--- src/rtl/mhb_pkg.sv ---
// ----------------------------------------------------------------------------
// mhb_pkg
// Shared types, constants and helpers for the 64-bit Murmur hash core.
// ----------------------------------------------------------------------------
`default_nettype none

package mhb_pkg;

    // Mixing multiplier shared by word absorption and finalization.
    localparam logic [31:0] MIX_MUL = 32'h5bd1e995;

    // Shift amounts of the mixing steps.
    localparam int unsigned SHIFT_WORD = 24;
    localparam int unsigned SHIFT_FIN1 = 18;
    localparam int unsigned SHIFT_FIN2 = 22;
    localparam int unsigned SHIFT_FIN3 = 17;
    localparam int unsigned SHIFT_FIN4 = 19;

    // Byte count that marks a full word.
    localparam logic [2:0] FULL_COUNT = 3'd4;

    // Sequencer states.
    typedef enum logic [3:0] {
        ST_IDLE,
        ST_K1,
        ST_K2,
        ST_LANE,
        ST_MERGE,
        ST_PART,
        ST_PART_WB,
        ST_F1,
        ST_F2,
        ST_F3,
        ST_F4,
        ST_OUT
    } state_t;

    // Mask that keeps the valid bytes of a partial tail word (1 to 3 bytes).
    function automatic logic [31:0] tail_mask(input logic [2:0] count);
        logic [31:0] mask;
        begin
            case (count)
                3'd1:    mask = 32'h0000_00ff;
                3'd2:    mask = 32'h0000_ffff;
                3'd3:    mask = 32'h00ff_ffff;
                default: mask = 32'hffff_ffff;
            endcase
            return mask;
        end
    endfunction

endpackage

`default_nettype wire

--- src/rtl/mhb_mul.sv ---
// ----------------------------------------------------------------------------
// mhb_mul
// Shared constant multiplier: registers the low 32 bits of op times MIX_MUL.
// ----------------------------------------------------------------------------
`default_nettype none

module mhb_mul (
    input  wire logic        aclk,
    input  wire logic        en,
    input  wire logic [31:0] op,
    output logic      [31:0] prod_reg
);

    logic [31:0] prod_next;

    // One 32x32 multiply per cycle, truncated to 32 bits.
    always_comb begin
        prod_next = op * mhb_pkg::MIX_MUL;
    end

    // Product register, loaded only when the sequencer issues an operation.
    always_ff @(posedge aclk) begin
        if (en) begin
            prod_reg <= prod_next;
        end
    end

endmodule

`default_nettype wire

--- src/rtl/murmur_hash_64b_core.sv ---
// ----------------------------------------------------------------------------
// murmur_hash_64b_core
// Streaming 64-bit Murmur hash over little-endian 32-bit words.
// ----------------------------------------------------------------------------
// Usage:
//   The input channel (s_*) carries one message word per transaction. The
//   first transaction of a message also carries the total byte length, which
//   is combined with the seed register. s_last_word closes the message and
//   s_byte_count (1 to 3) may mark a partial tail word; zero on the last word
//   mixes no data.
//   The config channel (cfg_*) writes the seed; it is always ready and takes
//   effect at the next message start.
//   The result channel (m_*) carries one 64-bit hash per message.
// Timing:
//   All arithmetic runs through one shared registered multiplier, which sets
//   the rate. A full non-last word passes through accept plus four steps
//   (K1, K2, LANE, MERGE); a last word adds F1 to F4 and OUT, and a partial
//   tail takes PART and PART_WB instead of the four word steps. The hash
//   is registered on leaving OUT. s_ready is high only while the sequencer
//   is idle. A finished hash waits in an output register; a stalled receiver
//   holds the block only when the next hash is ready to be written.
// Reset:
//   Synchronous, active low. Clears the seed, the lanes and the sequencer.
// ----------------------------------------------------------------------------
`default_nettype none

module murmur_hash_64b_core (
    input  wire logic        aclk,
    input  wire logic        aresetn,
    // Configuration write channel.
    input  wire logic        cfg_valid,
    output logic             cfg_ready,
    input  wire logic [31:0] cfg_data,
    // Input word channel.
    input  wire logic        s_valid,
    output logic             s_ready,
    input  wire logic [31:0] s_data_word,
    input  wire logic [2:0]  s_byte_count,
    input  wire logic        s_last_word,
    input  wire logic [31:0] s_message_length,
    // Result channel.
    output logic             m_valid,
    input  wire logic        m_ready,
    output logic      [63:0] m_hash_value
);

    mhb_pkg::state_t state_reg, state_next;

    logic [31:0] seed_reg;
    logic [31:0] lane_high_reg, lane_high_next;
    logic [31:0] lane_low_reg, lane_low_next;
    logic        to_low_reg, to_low_next;
    logic        inside_reg, inside_next;
    logic [31:0] word_reg, word_next;
    logic [2:0]  count_reg, count_next;
    logic        last_reg, last_next;
    logic [31:0] k_reg, k_next;
    logic        m_valid_reg, m_valid_next;
    logic [63:0] hash_reg, hash_next;

    logic        s_accept;
    logic        out_free;
    logic        full_word;
    logic        mul_en;
    logic [31:0] mul_op;
    logic [31:0] prod;

    assign cfg_ready    = 1'b1;
    assign s_ready      = (state_reg == mhb_pkg::ST_IDLE);
    assign s_accept     = s_valid && s_ready;
    assign m_valid      = m_valid_reg;
    assign m_hash_value = hash_reg;
    assign out_free     = !m_valid_reg || m_ready;

    // A non-last word, or a count of four or more, is a full word.
    assign full_word = !s_last_word || (s_byte_count >= mhb_pkg::FULL_COUNT);

    // Shared multiplier.
    mhb_mul u_mul (
        .aclk     (aclk),
        .en       (mul_en),
        .op       (mul_op),
        .prod_reg (prod)
    );

    // Seed register.
    always_ff @(posedge aclk) begin
        if (!aresetn) begin
            seed_reg <= 32'd0;
        end else if (cfg_valid && cfg_ready) begin
            seed_reg <= cfg_data;
        end
    end

    // Control state.
    always_ff @(posedge aclk) begin
        if (!aresetn) begin
            state_reg     <= mhb_pkg::ST_IDLE;
            lane_high_reg <= 32'd0;
            lane_low_reg  <= 32'd0;
            to_low_reg    <= 1'b0;
            inside_reg    <= 1'b0;
            m_valid_reg   <= 1'b0;
        end else begin
            state_reg     <= state_next;
            lane_high_reg <= lane_high_next;
            lane_low_reg  <= lane_low_next;
            to_low_reg    <= to_low_next;
            inside_reg    <= inside_next;
            m_valid_reg   <= m_valid_next;
        end
    end

    // Payload registers.
    always_ff @(posedge aclk) begin
        word_reg  <= word_next;
        count_reg <= count_next;
        last_reg  <= last_next;
        k_reg     <= k_next;
        hash_reg  <= hash_next;
    end

    // Sequencer: next state, lane updates and multiplier operand.
    always_comb begin
        state_next     = state_reg;
        lane_high_next = lane_high_reg;
        lane_low_next  = lane_low_reg;
        to_low_next    = to_low_reg;
        inside_next    = inside_reg;
        word_next      = word_reg;
        count_next     = count_reg;
        last_next      = last_reg;
        k_next         = k_reg;
        m_valid_next   = m_valid_reg;
        hash_next      = hash_reg;
        mul_en         = 1'b0;
        mul_op         = word_reg;

        // The receiver takes the pending hash.
        if (m_valid_reg && m_ready) begin
            m_valid_next = 1'b0;
        end

        unique case (state_reg)
            mhb_pkg::ST_IDLE: begin
                if (s_accept) begin
                    word_next  = s_data_word;
                    count_next = s_byte_count;
                    last_next  = s_last_word;
                    // A new message starts the lanes from seed and length.
                    if (!inside_reg) begin
                        lane_high_next = seed_reg ^ s_message_length;
                        lane_low_next  = 32'd0;
                        to_low_next    = 1'b0;
                        inside_next    = 1'b1;
                    end
                    if (full_word) begin
                        state_next = mhb_pkg::ST_K1;
                    end else if (s_byte_count != 3'd0) begin
                        state_next = mhb_pkg::ST_PART;
                    end else begin
                        state_next = mhb_pkg::ST_F1;
                    end
                end
            end
            mhb_pkg::ST_K1: begin
                mul_en     = 1'b1;
                mul_op     = word_reg;
                state_next = mhb_pkg::ST_K2;
            end
            mhb_pkg::ST_K2: begin
                mul_en     = 1'b1;
                mul_op     = prod ^ (prod >> mhb_pkg::SHIFT_WORD);
                state_next = mhb_pkg::ST_LANE;
            end
            mhb_pkg::ST_LANE: begin
                k_next     = prod;
                mul_en     = 1'b1;
                mul_op     = to_low_reg ? lane_low_reg : lane_high_reg;
                state_next = mhb_pkg::ST_MERGE;
            end
            mhb_pkg::ST_MERGE: begin
                if (to_low_reg) begin
                    lane_low_next = prod ^ k_reg;
                end else begin
                    lane_high_next = prod ^ k_reg;
                end
                to_low_next = !to_low_reg;
                state_next  = last_reg ? mhb_pkg::ST_F1 : mhb_pkg::ST_IDLE;
            end
            mhb_pkg::ST_PART: begin
                mul_en     = 1'b1;
                mul_op     = lane_low_reg ^ (word_reg & mhb_pkg::tail_mask(count_reg));
                state_next = mhb_pkg::ST_PART_WB;
            end
            mhb_pkg::ST_PART_WB: begin
                lane_low_next = prod;
                state_next    = mhb_pkg::ST_F1;
            end
            mhb_pkg::ST_F1: begin
                mul_en     = 1'b1;
                mul_op     = lane_high_reg ^ (lane_low_reg >> mhb_pkg::SHIFT_FIN1);
                state_next = mhb_pkg::ST_F2;
            end
            mhb_pkg::ST_F2: begin
                lane_high_next = prod;
                mul_en         = 1'b1;
                mul_op         = lane_low_reg ^ (prod >> mhb_pkg::SHIFT_FIN2);
                state_next     = mhb_pkg::ST_F3;
            end
            mhb_pkg::ST_F3: begin
                lane_low_next = prod;
                mul_en        = 1'b1;
                mul_op        = lane_high_reg ^ (prod >> mhb_pkg::SHIFT_FIN3);
                state_next    = mhb_pkg::ST_F4;
            end
            mhb_pkg::ST_F4: begin
                lane_high_next = prod;
                mul_en         = 1'b1;
                mul_op         = lane_low_reg ^ (prod >> mhb_pkg::SHIFT_FIN4);
                state_next     = mhb_pkg::ST_OUT;
            end
            mhb_pkg::ST_OUT: begin
                // Wait until the output register is free, then close the message.
                if (out_free) begin
                    hash_next      = {lane_high_reg, prod};
                    m_valid_next   = 1'b1;
                    lane_high_next = 32'd0;
                    lane_low_next  = 32'd0;
                    to_low_next    = 1'b0;
                    inside_next    = 1'b0;
                    state_next     = mhb_pkg::ST_IDLE;
                end
            end
            default: begin
                state_next = mhb_pkg::ST_IDLE;
            end
        endcase
    end

endmodule

`default_nettype wire

--- config.mk ---
export PLATFORM = sky130hd
export DESIGN_NAME = murmur_hash_64b_core
export DESIGN_NICKNAME = d
export VERILOG_FILES = /design/src/rtl/mhb_pkg.sv /design/src/rtl/mhb_mul.sv /design/src/rtl/murmur_hash_64b_core.sv
export SDC_FILE = /design/constraint.sdc
export NUM_CORES = 1
export LEC_CHECK = 0
export ABC_AREA = 1
export BUFFER_PORTS_ARGS = -buffer_cell sky130_fd_sc_hd__buf_2
export CORE_ASPECT_RATIO = 0.9
export CORE_MARGIN = 3
export CORE_UTILIZATION = 33
export CTS_CLUSTER_SIZE = 28
export DETAILED_ROUTE_END_ITERATION = 8
export SLEW_MARGIN = 20
export SYNTH_ARGS = -nofsm -noshare
export SYNTH_HDL_FRONTEND = slang
export SYNTH_SLANG_ARGS = --single-unit
export TNS_END_PERCENT = 30
--- constraint.sdc ---
create_clock -name aclk -period 21.7 [get_ports aclk]
set_input_delay 2.17 -clock aclk [delete_from_list [all_inputs] [get_ports aclk]]
set_output_delay 2.17 -clock aclk [all_outputs]
set_load 0.005 [all_outputs]
==> results of run 1 <==
==> per-stage QoR <==
stage                     cells  instance area, um^2  utilization
after global routing       3431                24500        0.379
final                      3431                24500        0.379
after global placement     3379                23500        0.364
after detailed placement   3379                23500        0.364
after floorplan            2399                21700            -
after CTS                  3431                24500        0.379
==> path summary, 6_finish.rpt <==
check                                 startpoint                  to  slack [ns]  cells past startpoint
worst min-delay path            lane_high_reg[9]    m_hash_value[41]        0.46                      0
worst max-delay path                  to_low_reg  u_mul.prod_reg[31]       12.59                     28
worst min register to register  lane_high_reg[9]    m_hash_value[41]        0.46                      0
worst max register to register        to_low_reg  u_mul.prod_reg[31]       12.59                     28
==> cells by family after synthesis <==
kind of cell / count (synthesis) / synth area share
AND/OR/NAND/NOR: 661 / 0.134
flip-flops: 267 / 0.322
buffers and inverters: 557 / 0.0992
other: 1 / 0.000173
XOR/XNOR: 81 / 0.0327
adder cells (fa/ha/maj): 397 / 0.291
AO/OA/AOI/OAI: 435 / 0.121
==> cell type report <==
class / instances / area (um^2)
Fill cell: 6509 / 40100
Inverter: 491 / 1850
Sequential cell: 267 / 6990
Clock inverter: 17 / 228
Tap cell: 855 / 1070
Timing Repair Buffer: 191 / 1010
Clock buffer: 35 / 767
Multi-Input combinational cell: 1575 / 12600
==> cell usage after synthesis (all sizes together) (3+ instances only) <==
| cell | number |
|---|---|
| fa | 181 |
| o2111ai | 13 |
| o211ai | 7 |
| ha | 216 |
| a21oi | 157 |
| nand3b | 5 |
| o21a | 4 |
| dfxtp | 103 |
| buf | 22 |
| or2 | 38 |
| xor2 | 58 |
| nor2 | 187 |
| xnor2 | 23 |
| o21ai | 132 |
| a31oi | 7 |
| inv | 489 |
| nor4 | 5 |
| nand2 | 310 |
| a2111oi | 3 |
| a41oi | 3 |
| nand3 | 68 |
| a221oi | 36 |
| edfxtp | 164 |
| clkbuf | 44 |
| a211oi | 35 |
| nor3 | 42 |
| nand4 | 5 |
| o22ai | 15 |
| a311oi | 4 |
| o221ai | 5 |
==> cell usage in the layout (no fill, tap or decap), types with 42 or more instances in the layout <==
| cell | Yosys | layout |
|---|---|---|
| sky130_fd_sc_hd__a21oi_1 | 156 | 155 |
| sky130_fd_sc_hd__buf_2 | 14 | 170 |
| sky130_fd_sc_hd__dfxtp_1 | 103 | 103 |
| sky130_fd_sc_hd__edfxtp_1 | 164 | 164 |
| sky130_fd_sc_hd__fa_1 | 181 | 181 |
| sky130_fd_sc_hd__ha_1 | 216 | 216 |
| sky130_fd_sc_hd__inv_1 | 475 | 474 |
| sky130_fd_sc_hd__nand2_1 | 291 | 291 |
| sky130_fd_sc_hd__nand3_1 | 67 | 67 |
| sky130_fd_sc_hd__nor2_1 | 177 | 174 |
| sky130_fd_sc_hd__nor3_1 | 42 | 42 |
| sky130_fd_sc_hd__o21ai_0 | 127 | 127 |
| sky130_fd_sc_hd__xor2_1 | 58 | 58 |
==> per-layer routing <==
layer  global-route usage  part of all wire  up-vias  wire length [um]
met4               0.0584             0.032        0              2390
met5                    0                 0        -                 0
li1                     -                 -     8191                 -
met1                0.292              0.42     8624             31800
met2                0.341              0.45      799             33600
met3               0.0541             0.096      138              7190
==> worst max-delay path: cells and delay by family, from the launching register on <==
kind / cells / cell delay [ns]
AO/OA/AOI/OAI: 5 / 0.97
adder cells (fa/ha/maj): 9 / 4.34
AND/OR/NAND/NOR: 6 / 1.27
buffers and inverters: 8 / 1.48
flip-flops: 1 / 0.80
==> results, run 1 <==
- On the worst path, the slowest cell contributes a delay of 0.80 ns.
- The run finished with clean final reports.
- The clock passes through at most 3 buffers.
- Of the available clock period, the critical path in the final layout requires 0.420.
- The repair_antennas step left the layout with diodes totalling 0.
- In this run the clock root is driven by a sky130_fd_sc_hd__clkbuf_16.
- Subtracting the final worst setup slack from the clock period gives 9.11 ns.
- Among the stages of the critical path, the cell type that occurs most often is sky130_fd_sc_hd__fa_1.
- For this design, the CTS-stage hold fixing added 0 buffers.
- The area inside the core boundary is 0.0646 mm^2.
- In the global route stage, overall resource usage came out at 0.215.
- The number of antenna violations at the first check in global routing is 0.
- The worst-path maximum fanout is 19.
- The insertion delay to the later sink of the worst-skew pair is 0.60 ns.
- The tool flagged a number of max-cap violations equal to 0.
- The number of clock sinks is 267.
- For this run, design rule violations remaining after detail routing come to 0.
- Summed over all layers, the routed wires come to 75000 um.
- The aggregate global routing overflow is 0.
- The wire length of the first global-routing pass is 113000 um.
- Clock-pin slew was measured on the worst setup and hold paths at 0.08 ns.
- The floorplan step set the die height to 249 um.
- The die boundary width is 276 um.
- The largest total area in the synthesized netlist belongs to sky130_fd_sc_hd__edfxtp_1.
- The count of different cell masters after synthesis is 60.
- Of the cells placed in the final design, the portion with a size suffix greater than 1 is 0.127.
- The number of cells produced by synthesis is 2399.
- Detailed routing inserted a total of 17752 vias.
- The detailed router finished its first iteration with 1659 violations.
- Setup violations remaining at the end of the flow were counted as 0.
- Each instance of the synthesized netlist takes up on average 9.05 um^2.
- The initial core utilization is 0.336.
- The number of global-route vias before repair is 17601.
- The most common flop cell mapped by yosys is sky130_fd_sc_hd__edfxtp_1.
- Before CTS, the worst setup slack after placement is 12.72 ns.
- In this run, CTS created clock tree buffers numbering 28.
- The worst clock skew is 0.0309 ns.
- Data arrives at the worst endpoint at 9.47 ns.
- Entering global routing, the biggest net connects 69 pins.
- The slowest cell on the critical path is sky130_fd_sc_hd__dfxtp_1.
- The area enclosed by the die boundary is 0.0689 mm^2.
- The number of synthesized flops with an enable pin is 164.
- The CTS H-tree depth is 1.
- Of the post-synthesis cell area, the dominant cell type holds 0.227.
- The HPWL after detailed placement is 58500 um.
- The startpoint class of the critical path is a register.
- At the end of routability-driven placement, the weighted congestion stood at 0.997.
- The worst hold slack across all endpoints is 0.462 ns.
- Yosys attributes the largest share of cell area to sky130_fd_sc_hd__edfxtp_1 (23%), sky130_fd_sc_hd__fa_1 (17%), sky130_fd_sc_hd__ha_1 (12%).
- The number of hold violations in the final report is 0.
- TritonCTS built the clock tree.
- The number of detailed-route iterations in the first pass is 5.
- The number of buffers added on ports is 170.
- The total nets after synthesis is 2901.
- The register with the most flip-flops in the layout has 64 of them.
- In this run the post-CTS setup repair buffer count came out at 0.
- The number of placed I/O pins is 172.
- The floorplan has 88 rows.
- The detail-routed net length per standard cell is 21.9 um.
- Setup repair after global routing left no endpoint under its margin.
- In this run the tightest slew margin relative to its limit is 0.216.
- Post-CTS repair changed the size of 0 cells.
- The category of the critical setup timing path is reg2reg.
- The cell area that synthesis handed to floorplanning was 0.0217 mm^2.
- The slew of the pin with the lowest slew margin is 1.16 ns.
- The fraction of synthesis flops using an asynchronous set or reset pin is 0.
- The type of the tightest min-delay check is reg2reg.
- The sequential fraction of the synthesis area is 0.322.
- The maximum clock rate is 110 MHz.
- STA puts the critical path data required time at 22.06 ns.
- The net total in the final layout is 3056.
- After routing, the total negative slack on setup checks comes to 0 ns.
- The capturing element type of the critical path is a register.
- The final number of max-transition violations is 0.
- Compared with the post-synthesis result, the final layout area differs by 12.8%.
- The count of yosys warnings during synthesis is 0.
- The number of antenna-violating nets in the routed design is 0.
- The setup slack of the critical path after layout is 12.59 ns.
- In this run, synthesis produced a sequential element count of 267.
- Using the TritonRoute via totals, the vias-per-cell ratio works out to 5.17.
Power of run 1 is not shown: default switching activity piles up to over one toggle a cycle in this logic, so the estimate is an artifact.
==> inputs of run 2 (changes only) <==
==> constraint.sdc (replaced) <==
create_clock -name aclk -period 8.9 [get_ports aclk]
set_input_delay 0.89 -clock aclk [delete_from_list [all_inputs] [get_ports aclk]]
set_output_delay 0.89 -clock aclk [all_outputs]
set_load 0.005 [all_outputs]
==> run 2 against run 1 <==
Die area is the same. Wire length shrank 0.55%. Highest routed layer unchanged. Non-clock buffer count grew 43. Fmax grew 9.6%. First-iteration DRC count grew 0.48%. Register-to-register slack lost 12 ns. Clock skew grew 0.00072 ns. Worst setup slack lost 12 ns. Final area grew 1.2%. Via count shrank 0.43%. Sequential share of layout area shrank 0.34 points. Count of clock-buffer cells in the layout grew 2.
==> results, run 2 (synthesis gave the netlist of run 1 again) <==
- Run status: complete, no violations (unchanged).
- The net total in the final layout is 3100 (was 3056).
- The number of placed I/O pins is 172 (unchanged).
- The maximum clock rate was 120 MHz (was 110 MHz).
- The filler cell count in the final layout is 6505 (was 6509).
- The height of the chip came to 249 um (unchanged).
- The via density per instance is 5.08 (was 5.17).
- The post-cts resize count is 0 (unchanged).
- The slew of the pin with the lowest slew margin came to 0.930 ns (was 1.16 ns).
- The register-to-register setup slack is 0.58 ns (was 12.59 ns).
- The category of the critical setup timing path is reg2reg (unchanged).
- The area inside the core boundary is 0.0646 mm^2 (unchanged).
- The fraction of final layout cells with drive strength greater than 1 is 0.140 (was 0.127).
- The part of the cycle the worst path needs is 0.935 (was 0.420).
- The combined flip-flop and latch cell area is 0.00699 mm^2 (unchanged).
- Unrepaired setup endpoints after global routing: no (unchanged).
- The most crowded layer after global routing is met2 (unchanged).
- The total clock buffers created by CTS came to 29 (was 28).
- The max-capacitance violation count is 0 (unchanged).
- The row count is 88 (unchanged).
- The number of global-route vias before repair was 17453 (was 17601).
- The fraction of met1 tracks used by global routing is 0.290 (was 0.292).
- The CTS tree was done (unchanged).
- The largest net degree at the start of global routing was 69 (unchanged).
- The area enclosed by the die boundary was 0.0689 mm^2 (unchanged).
- The die boundary width is 276 um (unchanged).
- The detail-routed net length per standard cell was 21.5 um (was 21.9 um).
- The global routing met2 resource utilization is 0.335 (was 0.341).
- The CTS H-tree depth is 1 (unchanged).
- The initial detailed-routing violation count is 1667 (was 1659).
- The required arrival time at the worst endpoint is 9.26 ns (was 22.06 ns).
- The wire length of the first global-routing pass came to 111000 um (was 113000 um).
- Top library cells by usage in the layout, fill and taps aside: sky130_fd_sc_hd__inv_1 (474), sky130_fd_sc_hd__nand2_1 (291), sky130_fd_sc_hd__ha_1 (216) (unchanged).
- The shortest clock period the worst path allows after layout is 8.32 ns (was 9.11 ns).
- The post-route setup TNS was 0 ns (unchanged).
- The startpoint class of the critical path is a register (unchanged).
- The number of detailed-route iterations in the first pass is 7 (was 5).
- The area overhead of the layout relative to synthesis came to 14.2% (was 12.8%).
- The most common cell after layout, fill and taps aside is sky130_fd_sc_hd__inv_1 (unchanged).
- The all-layer global routing usage is 0.213 (was 0.215).
- The capturing element type of the critical path was a register (unchanged).
- The number of remaining DRC errors is 0 (unchanged).
- The initial core utilization is 0.336 (unchanged).
- The number of buffers inserted for hold repair after clock tree synthesis came to 0 (unchanged).
- The flip-flop count of the largest register after layout is 64 (unchanged).
- The clock transition at the registers of the reported paths is 0.07 ns (was 0.08 ns).
- The type of the tightest min-delay check is in2reg (was reg2reg).
- The final number of max-transition violations is 0 (unchanged).
- The master cell of the clock root buffer is sky130_fd_sc_hd__clkbuf_16 (unchanged).
- The delay of the slowest cell on the worst path is 0.68 ns (was 0.80 ns).
- The slowest cell on the critical path is sky130_fd_sc_hd__fa_1 (was sky130_fd_sc_hd__dfxtp_1).
- The setup violation total in the final timing report is 0 (unchanged).
- The worst clock skew is 0.0316 ns (was 0.0309 ns).
- The number of clock sinks is 267 (unchanged).
- The number of hold violations in the final report is 0 (unchanged).
- The maximum clock path buffer count is 3 (unchanged).
- The number of buffers added on ports is 170 (unchanged).
- The number of buffers inserted by post-CTS setup repair came to 0 (unchanged).
- The total half-perimeter wirelength after legalization and detailed placement is 58900 um (was 58500 um).
- The number of antenna violations at the first check in global routing came to 1 (was 0).
- The final estimated routing congestion in global placement came to 1.02 (was 0.997).
- The insertion delay to the later sink of the worst-skew pair came to 0.60 ns (about the same).
- The routed wire length is 74600 um (was 75000 um).
- The relative slew slack is 0.376 (was 0.216).
- The worst-path maximum fanout is 23 (was 19).
- The global routing usage on met3 was 0.0460 (was 0.0541).
- The multi-input gate area in the final layout is 0.0126 mm^2 (unchanged).
- The most prevalent standard cell on the critical path is sky130_fd_sc_hd__fa_1 (unchanged).
- The via total after detailed routing is 17675 (was 17752).
- The aggregate global routing overflow is 0 (unchanged).
- The data arrival time of the critical path was 8.68 ns (was 9.47 ns).
- The worst hold slack across all endpoints was 0.467 ns (was 0.462 ns).
- The number of antenna-violating nets in the routed design came to 0 (unchanged).
==> run 2: changes by cell type in the layout (fill, tap and decap cells not counted), sizes merged <==
cell      previous run  this run
buf                191       234
clkbuf              35        37
clkinv              11        12
clkinvlp             0         1
diode                0         1
inv                493       491
==> run 2: cell type report <==
cell class	instances	area share
Inverter	491	0.0744
Clock inverter	17	0.00852
Clock buffer	37	0.0305
Antenna cell	1	0.000101
Tap cell	855	0.0431
Timing Repair Buffer	234	0.0537
Sequential cell	267	0.282
Multi-Input combinational cell	1575	0.508
==> run 2: through the flow <==
stage,util,area [um^2],worst slack (ns),cells
global route,0.384,24800,0.144,3476
CTS,0.384,24800,0.702,3476
detailed placement,0.369,23800,0.704,3422
finish,0.384,24800,0.581,3477
global placement,0.369,23800,0.757,3422
floorplan,-,21700,1.49,2399
==> run 2: worst paths after layout <==
path                                     start                  to  depth (start not counted)
worst min register to register      inside_reg          inside_reg                          2
worst max register to register    state_reg[0]  u_mul.prod_reg[31]                         31
worst min-delay path            s_data_word[7]         word_reg[7]                          1
worst max-delay path              state_reg[0]  u_mul.prod_reg[31]                         31
==> run 2: worst max-delay path: cells and delay by family (launching register included) <==
| kind | cells | cell delay (ns) |
|---|---|---|
| DFF | 1 | 0.51 |
| adders and majority gates | 9 | 4.38 |
| AOI/OAI and AO/OA | 4 | 0.68 |
| and+or+nand+nor | 9 | 1.34 |
| buffers and inverters | 9 | 1.16 |
==> run 2: layer usage <==
metal  wire length (um)  share of wire
met1              32100           0.43
met2              32800           0.44
met3               6730          0.090
met4               2940          0.039
met5                  0              0
Power of run 2 is left out for the same reason.
